===== src/design/rbcs_pkg.sv =====
// rbcs_pkg: constants, codes and item types for the redundant block checksum select
// depends on nothing
`timescale 1ns / 1ps
package rbcs_pkg;

    localparam int BLOCK_LEN   = 130;
    localparam int MAX_COPIES  = 8;
    localparam int STORE_DEPTH = BLOCK_LEN * MAX_COPIES;
    localparam int ADDR_W      = $clog2(STORE_DEPTH);
    localparam int POS_W       = 8;
    localparam int COPY_W      = 3;
    localparam int CNT_W       = 4;

    localparam logic [POS_W-1:0] LAST_POS      = POS_W'(BLOCK_LEN - 1);
    localparam logic [CNT_W-1:0] CNT_RESET     = CNT_W'(2);
    localparam logic [CNT_W-1:0] CNT_MAX       = CNT_W'(MAX_COPIES);

    localparam logic OP_PUSH     = 1'b0;
    localparam logic OP_PULL     = 1'b1;
    localparam logic KIND_STATUS = 1'b0;
    localparam logic KIND_DATA   = 1'b1;

    typedef struct packed {
        logic       opcode;
        logic [7:0] data_byte;
    } t_in;

    typedef struct packed {
        logic              kind;
        logic [7:0]        out_byte;
        logic              last_byte;
        logic [7:0]        block_number;
        logic [COPY_W-1:0] chosen_copy;
        logic              sum_found;
        logic              mismatch;
    } t_out;

    typedef struct packed {
        logic push;
        logic pull;
        logic load_byte;
    } t_cmd;

    typedef struct packed {
        logic draining;
        logic block_end;
    } t_stat;

endpackage


===== src/design/rbcs_ctrl.sv =====
// rbcs_ctrl: handshake control and read sequencing
// depends on rbcs_pkg
`timescale 1ns / 1ps
module rbcs_ctrl (
    input  logic           i_clk,
    input  logic           i_rst_n,
    input  logic           i_in_valid,
    input  logic           i_in_opcode,
    output logic           o_in_ready,
    output logic           o_out_valid,
    input  logic           i_out_ready,
    input  rbcs_pkg::t_stat i_stat,
    output rbcs_pkg::t_cmd  o_cmd
);
    import rbcs_pkg::*;

    localparam logic S_IDLE = 1'b0;
    localparam logic S_READ = 1'b1;

    logic r_state, n_state;
    logic r_out_valid, n_out_valid;
    logic w_accept;
    logic w_status;

    assign o_in_ready = r_state == S_IDLE && (!r_out_valid || i_out_ready);
    assign w_accept   = i_in_valid && o_in_ready;

    always_comb begin
        o_cmd.push      = w_accept && !i_stat.draining && i_in_opcode == OP_PUSH;
        o_cmd.pull      = w_accept && i_stat.draining && i_in_opcode == OP_PULL;
        o_cmd.load_byte = r_state == S_READ;
    end

    assign w_status = o_cmd.push && i_stat.block_end;

    always_comb begin
        n_state     = r_state;
        n_out_valid = r_out_valid;
        if (r_out_valid && i_out_ready) begin
            n_out_valid = 1'b0;
        end
        case (r_state)
            S_IDLE: begin
                if (w_status) begin
                    n_out_valid = 1'b1;
                end
                if (o_cmd.pull) begin
                    n_state = S_READ;
                end
            end
            S_READ: begin
                n_out_valid = 1'b1;
                n_state     = S_IDLE;
            end
            default: begin
                n_state = S_IDLE;
            end
        endcase
    end

    always_ff @(posedge i_clk) begin
        if (!i_rst_n) begin
            r_state     <= S_IDLE;
            r_out_valid <= 1'b0;
        end else begin
            r_state     <= n_state;
            r_out_valid <= n_out_valid;
        end
    end

    assign o_out_valid = r_out_valid;

    a_read_slot_free: assert property (@(posedge i_clk) disable iff (!i_rst_n)
        r_state == S_READ |-> !r_out_valid)
        else $error("output register busy during ram read");
    a_pull_reads: assert property (@(posedge i_clk) disable iff (!i_rst_n)
        o_cmd.pull |=> r_state == S_READ)
        else $error("pull did not start a ram read");
    a_read_delivers: assert property (@(posedge i_clk) disable iff (!i_rst_n)
        r_state == S_READ |=> r_out_valid)
        else $error("ram read did not produce a result");
    a_status_delivers: assert property (@(posedge i_clk) disable iff (!i_rst_n)
        w_status |=> r_out_valid)
        else $error("block end did not produce a status result");
endmodule


===== config.mk =====
export PLATFORM = sky130hd
export DESIGN_NAME = rbcs_ctrl
export DESIGN_NICKNAME = d
export VERILOG_FILES = /design/src/design/rbcs_pkg.sv /design/src/design/rbcs_ctrl.sv
export SDC_FILE = /design/constraint.sdc
export NUM_CORES = 1
export LEC_CHECK = 0
export BUFFER_PORTS_ARGS = -buffer_cell sky130_fd_sc_hd__buf_2
export CELL_PAD_IN_SITES_DETAIL_PLACEMENT = 1
export CELL_PAD_IN_SITES_GLOBAL_PLACEMENT = 2
export CORE_AREA = 2 2 39 41
export CTS_BUF_LIST = sky130_fd_sc_hd__clkbuf_8
export DETAILED_ROUTE_END_ITERATION = 10
export DIE_AREA = 0 0 41 43
export GPL_TIMING_DRIVEN = 0
export HOLD_SLACK_MARGIN = 0.03
export PLACE_DENSITY_LB_ADDON = 0.1
export SYNTH_ARGS = -nofsm -noshare
export SYNTH_HDL_FRONTEND = slang
export SYNTH_SLANG_ARGS = --single-unit
export TNS_END_PERCENT = 50

===== constraint.sdc =====
create_clock -name i_clk -period 1.6 [get_ports i_clk]
set_input_delay 0.24 -clock i_clk [delete_from_list [all_inputs] [get_ports i_clk]]
set_output_delay 0.24 -clock i_clk [all_outputs]
set_load 0.02 [all_outputs]

==> summary.txt, run 1 <==
Final layout
  – Layout area overhead: 95.88%
  – Nets: 35
  – Area occupied by multi-input gates: 73.82 um^2
  – Core Util, Final: 0.1718
  – Register area: 40.04 um^2
  – N_diodes: 0
  – Layout cells sized above 1: 0.6538
  – Fill count: 172
  – Post-route cell area: 237.7 um^2

Pwr
  – Comb pwr share: 0.111
  – Lkg Pwr: 0.1097 nW
  – Power density over the cells: 1181 nW/um^2
  – Switching power: 0.05480 mW
  – Clk network pwr share: 0.697
  – Pint: 0.2260 mW
  – Maximum vdd drop: 0.0002205 V
  – Net Sw Frac: 0.1952
  – Sequential power share: 0.192

Global routing
  – Initial antenna violation count: 0
  – Vias in the first global route: 134
  – Total track usage: 0.05205
  – Largest net degree at the start of global routing: 7
  – First-pass GRT wire length: 545 um
  – GRT Residual Overflow: 0

Worst setup path
  – Crit path max fanout: 5
  – Worst path depth: 3
  – Reg2Reg Depth: 2
  – WP data required: 1.36 ns
  – Critical path type: flop to output pin
  – Worst Path Arrival: 1.07 ns
  – Crit path buffers/inverters: 1
  – Setup crit start kind: flop
  – Top delay family on crit path: simple AND/OR/NAND/NOR gates
  – Crit. End Element: output pin
  – Slowest CP cell: dfxtp_1
  – Crit-path max cell delay: 0.29 ns
  – Cell-by-cell trace of the critical path: nor2b_4 -> nor4_1 -> buf_2

Clocking
  – Post-CTS sizing: 0
  – Num CTS Buffers: 3
  – TritonCTS clock tree: built
  – Num Clock Sinks: 2
  – Worst-Skew Late Latency: 0.21 ns
  – CTS H-tree lvls: 1
  – Root Buffer: clkbuf_8
  – Worst-path clk slew: 0.03 ns
  – Setup Fix Bufs, Post-CTS: 0
  – Hold_buf cts: 0
  – CTS max path bufs: 2

Floorplan
  – Starting Density: 0.08770
  – Core outline area: 1384 um^2
  – Die area: 1763 um^2
  – Die Wd: 41 um
  – Die Ht: 43 um
  – Row count: 14
  – Io pins: 12

STA
  – Setup TNS: 0 ns
  – Worst Clk Skew: 0.0002420 ns
  – Period minus WS final: 1.306 ns
  – RSZ-0062 raised after global routing: false
  – Final setup vio count: 0
  – Tcrit/Tclk final: 0.8164
  – Worst slew margin: 0.7822
  – FMAX: 0.7656 GHz
  – Worst Max-Slew Pin Slew: 0.3223 ns
  – Fin. Hold Viols: 0
  – Max Slew Vio Count: 0

Run status
  – Status: complete, no violations

Drt
  – Final WL: 403 um
  – Final antenna-violating net count: 0
  – Routed vias: 158
  – DRC Markers: 0
  – Initial DRC count: 0
  – DR pass1 iterations: 1
  – Via/cell ratio: 3.762
  – WL/cell: 9.595 um

Synth
  – YS warnings: 0
  – Syn Std Cell Area: 121.4 um^2
  – Avg Cell Area, Syn: 10.11 um^2
  – Dominant synthesized flop cell: dfxtp_1
  – Syn nets: 19
  – Count leader, synth: dfxtp_1
  – Yosys top cell area share: 0.3299
  – Ranking of synthesized cells by area: dfxtp_1 (33%), nor4b_2 (12%), nor2b_4 (11%)
  – Seq cells post-synth: 2
  – Unique masters post-synth: 11
  – Sequential-to-total area share from yosys stat: 0.3299
  – Post-synth top area cell: dfxtp_1
  – Cells after Synth: 12
  – EDFF count, synth: 0
  – Asr flop ratio synth: 0

Min path
  – Min-Delay Path Depth: 2
  – Worst min path class: input port to flop

Place
  – DP Area: 196.4 um^2
  – Final GP Congestion: 0.6029
  – # port buffers: 11

Job
  – Max cap viols: 0
-- area by class of cell --
type                       count  area share
multi-input combinational      9      0.3105
clock buffer                   3      0.1737
timing repair buffer          11      0.2316
tap                           16     0.08421
buffer                         1     0.03158
sequential                     2      0.1684
-- metrics by stage --
stage | std cells | power [mW] | hold WS [ns] | worst slack, ns
2_1_floorplan | 12 | 0.07023 | 0.3679 | 0.1573
3_5_place_dp | 39 | 0.08615 | 0.4755 | 0.4983
4_1_cts | 42 | 0.2882 | 0.2637 | 0.2676
3_3_place_gp | 39 | 0.08577 | 0.4811 | 0.5068
6_report | 42 | 0.2808 | 0.2623 | 0.2938
5_1_grt | 42 | 0.2951 | 0.2683 | 0.2373
-- worst reg2reg max path, delay by kind of cell, from the launching register on --
kind             cells  cell delay (ns)
flip-flops           1             0.29
AO/OA/AOI/OAI        1             0.26
AND/OR/NAND/NOR      1             0.14
-- power groups by stage --
stage	registers [mW]	logic, mW	clock network (mW)
floorplan	0.0555	0.0148	0
global placement	0.0545	0.0313	0
detailed placement	0.0545	0.0317	0
CTS	0.0539	0.0319	0.202
global route	0.0541	0.0337	0.207
finish	0.0539	0.0311	0.196
-- sequential cells by signal, summed over array words and instances, names as in the netlist --
name,cells
r_state,1
o_out_valid,1
-- layer usage --
layer  wire length, um  GRT usage  vias up
li1                  -          -       75
met3                61    0.03665        2
met1               156    0.05414       70
met2               177    0.05938       11
met4                 8    0.06000        0
met5                 0          0        -
-- logic make-up (layout without fill, tap and decap cells) --
| kind of cell | after synthesis | after routing | share of synthesized area |
|---|---|---|---|
| buffers and inverters | 1 | 15 | 0.06188 |
| and+or+nand+nor | 8 | 8 | 0.5360 |
| AOI/OAI and AO/OA | 1 | 1 | 0.07218 |
| DFF | 2 | 2 | 0.3299 |
-- layout by cell type (no fill, tap or decap) --
| cell | n |
|---|---|
| nand2b_1 | 1 |
| nor3_1 | 1 |
| o31a_1 | 1 |
| nor2_1 | 1 |
| nor2b_4 | 1 |
| clkbuf_8 | 3 |
| buf_4 | 1 |
| dfxtp_1 | 2 |
| buf_2 | 11 |
| nand3_1 | 1 |
| nor4_1 | 1 |
| nor4bb_1 | 1 |
| nor4b_2 | 1 |
-- worst paths after layout --
path,startpoint,to,slack (ns)
setup reg to reg,o_out_valid,o_out_valid,0.79
hold / removal,i_rst_n,o_out_valid,0.26
setup / recovery,o_out_valid,o_cmd[2],0.29
hold reg to reg,r_state,r_state,0.57
No activity file was read; power rests on OpenSTA's default activity.
==> run 2, diff against run 1 <==
--- a/config.mk
+++ b/config.mk
@@ -5,6 +5,7 @@
 export SDC_FILE = /design/constraint.sdc
 export NUM_CORES = 1
 export LEC_CHECK = 0
+export ABC_AREA = 1
 export BUFFER_PORTS_ARGS = -buffer_cell sky130_fd_sc_hd__buf_2
 export CELL_PAD_IN_SITES_DETAIL_PLACEMENT = 1
 export CELL_PAD_IN_SITES_GLOBAL_PLACEMENT = 2
==> constraint.sdc (replaced) <==
create_clock -name i_clk -period 1.1 [get_ports i_clk]
set_input_delay 0.165 -clock i_clk [delete_from_list [all_inputs] [get_ports i_clk]]
set_output_delay 0.165 -clock i_clk [all_outputs]
set_load 0.02 [all_outputs]
==> run 2 against run 1 <==
  * The run now ends with setup timing left
  * Clock-buffer cell count stayed put
  * First-iteration DRC count is 1 higher
  * Cell area is 16% higher
  * Non-clock buffer count is 1 higher
  * Critical endpoint unchanged
==> summary.txt, run 2 <==
Run status
  – Status: finished, violations left
  – Failing checks: setup timing

Worst setup path
  – Reg2Reg Depth: 4
  – Crit path max fanout: 3
  – Critical path type: flop to output pin
  – Reg2reg setup slack: 0.35 ns
  – Crit-path max cell delay: 0.31 ns
  – Slowest CP cell: dfxtp_2
  – Crit path buffers/inverters: 2
  – Setup crit start: o_out_valid
  – Crit. End Element: output pin
  – Setup crit start kind: flop
  – WP data required: 0.94 ns
  – Top delay family on crit path: flip-flops
  – Cell-by-cell trace of the critical path: nand2_2 -> nand2_2 -> inv_2 -> nand2_4 -> nor3_4 -> buf_6
  – Worst Path Arrival: 1.02 ns
  – FF-to-FF Start: o_out_valid
  – Critical R2R Capture: o_out_valid
  – Cell repeated most along the worst path: nand2_2
  – Worst path depth: 6
  – Crit path to: o_cmd[2]

Clocking
  – CTS H-tree lvls: 1
  – Root Buffer: clkbuf_8
  – Num Clock Sinks: 2
  – Worst-Skew Late Latency: 0.21 ns
  – CTS max path bufs: 2
  – Worst-path clk slew: 0.03 ns
  – TritonCTS clock tree: built
  – Num CTS Buffers: 3

Final layout
  – Nets: 41
  – Most common cell after layout, fill and taps aside: buf_2
  – Layout cells sized above 1: 0.7813
  – Layout area overhead: 124.5%
  – Post-Layout Cell Count: 48
  – Post-route cell area: 275.3 um^2
  – Core Util, Final: 0.1989
  – Most frequent cells in the layout: buf_2 (8), nor2_1 (3), buf_4 (3), clkbuf_8 (3)
  – N_diodes: 0

Synth
  – EDFF count, synth: 0
  – Post-synth top area cell: dfxtp_1
  – Dominant synthesized flop cell: dfxtp_1
  – Unique masters post-synth: 9
  – YS warnings: 0
  – Cells after Synth: 17
  – Post-synthesis compound-gate area fraction: 0.05102
  – Avg Cell Area, Syn: 7.213 um^2
  – Post-synthesis mux area share: 0
  – Largest family of logic cells by synthesized area: simple AND/OR/NAND/NOR gates
  – Adder-cell share of the synthesized area: 0
  – Syn Std Cell Area: 122.6 um^2
  – Yosys top cell area share: 0.3265
  – Seq cells post-synth: 2
  – Asr flop ratio synth: 0
  – Post-synthesis xor/xnor area fraction: 0
  – Ranking of synthesized cells by area: dfxtp_1 (33%), nor3_2 (16%), nand2_2 (15%)
  – Sequential-to-total area share from yosys stat: 0.3265
  – Post-synth top cells: inv_1 (3), nand2_2 (3), nor2_1 (3)
  – Syn nets: 24
  – Post-synthesis simple-gate area fraction: 0.4388

Place
  – HPWL after DPL: 300.1 um
  – DP Area: 197.7 um^2
  – # port buffers: 11
  – Final GP Congestion: 0.5942
  – Placed Instances: 44

Global routing
  – First-pass GRT wire length: 614 um
  – Total track usage: 0.05706
  – M1 GR Usage: 0.04777
  – GRT met2 Usage: 0.08438
  – Initial antenna violation count: 0
  – Largest net degree at the start of global routing: 4
  – Routing usage on met3: 0.01571
  – Vias in the first global route: 179
  – GRT busiest layer: met2
  – GRT Residual Overflow: 0

STA
  – Tcrit/Tclk final: 1.075
  – Period minus WS final: 1.182 ns
  – Max Slew Vio Count: 0
  – Fin. Hold Viols: 0
  – Setup TNS: -0.1570 ns
  – Final setup vio count: 3
  – RSZ-0062 raised after global routing: true
  – Setup ws final: -0.08205 ns
  – Worst slew margin: 0.9018
  – Worst Clk Skew: 0.001465 ns
  – Worst Max-Slew Pin Slew: 0.1466 ns
  – FMAX: 0.8460 GHz

Floorplan
  – Starting Density: 0.08861
  – Io pins: 12
  – Row count: 14
  – Die Ht: 43 um
  – Die area: 1763 um^2
  – Die Wd: 41 um
  – Core outline area: 1384 um^2

Pwr
  – Comb pwr share: 0.151
  – Power density over the cells: 1558 nW/um^2
  – Total chip power: 0.4290 mW
  – Clk network pwr share: 0.667
  – Net Sw Frac: 0.2142
  – Maximum vdd drop: 0.0002799 V
  – Lkg Pwr: 0.1406 nW
  – Switching power: 0.09186 mW
  – Pint: 0.3371 mW
  – Sequential power share: 0.182

Drt
  – Initial DRC count: 1
  – DR pass1 iterations: 2
  – Routed vias: 154
  – Final WL: 386 um
  – Via/cell ratio: 3.208
  – DRC Markers: 0
  – WL/cell: 8.042 um
  – Final antenna-violating net count: 0

Job
  – Max cap viols: 0

Min path
  – Worst min path class: input port to flop
-- run 2: cell count changes after synthesis, sizes merged --
cell | previous run | this run
a31oi | 0 | 1
inv | 0 | 4
nand2 | 0 | 4
nand2b | 1 | 0
nand3 | 1 | 0
nor2 | 1 | 3
nor2b | 1 | 0
nor3 | 1 | 2
nor4 | 1 | 0
nor4b | 1 | 0
nor4bb | 1 | 0
o31a | 1 | 0
-- run 2: logic make-up after synthesis --
family | after synthesis
AND/OR/NAND/NOR | 9
flip-flops | 2
buffers and inverters | 5
AO/OA/AOI/OAI | 1
-- run 2: what timing repair did --
item,CTS,global route
gates resized for setup,6,4
endpoints found under the hold margin,0,0
buffers inserted,1,0
setup endpoints to repair,2,3
pin swaps,0,0
hold buffers,0,0
-- run 2: routing by layer --
metal | up-vias | share of wire | wire [um]
met4 | 0 | 0 | 0
met1 | 67 | 0.35 | 136
li1 | 80 | - | -
met2 | 7 | 0.56 | 217
met5 | - | 0 | 0
met3 | 0 | 0.083 | 32
-- run 2: area by class of cell --
| class | instances | area (um^2) |
|---|---|---|
| clock buffer | 3 | 41.29 |
| sequential | 2 | 42.54 |
| multi-input combinational | 10 | 71.32 |
| buffer | 1 | 7.507 |
| inverter | 4 | 15.01 |
| tap | 16 | 20.02 |
| timing repair buffer | 12 | 77.57 |
| fill | 168 | 1109 |
-- run 2: worst min path at each step --
stage | cells past startpoint | start | slack [ns] | end
after floorplan | 2 | i_in_valid | 0.31 | o_out_valid
after global placement | 3 | i_rst_n | 0.42 | o_out_valid
after detailed placement | 3 | i_rst_n | 0.43 | o_out_valid
after CTS | 3 | i_rst_n | 0.21 | o_out_valid
after global routing | 3 | i_rst_n | 0.22 | r_state
final | 3 | i_rst_n | 0.21 | r_state
-- run 2: power by group through the flow --
stage / sequential (mW) / clock (mW) / combinational [mW]
6_report: 0.0782 / 0.286 / 0.0647
5_1_grt: 0.0787 / 0.298 / 0.0710
4_1_cts: 0.0780 / 0.297 / 0.0614
3_5_place_dp: 0.0785 / 0 / 0.0518
3_3_place_gp: 0.0784 / 0 / 0.0516
2_1_floorplan: 0.0801 / 0 / 0.0265
-- run 2: worst register-to-register path, stage by stage (launching register included) --
cell and delay (ns):
dfxtp_2 0.31, nand2_2 0.06, nand2_2 0.05, a31oi_1 0.15
nor2_1 0.06
-- run 2: through the flow --
step / hold slack, ns / setup WS (ns)
global placement: 0.4223 / 0.1140
CTS: 0.2115 / -0.1027
global route: 0.2181 / -0.1624
detailed placement: 0.4301 / 0.1011
finish: 0.2063 / -0.08205
floorplan: 0.3135 / -0.04930
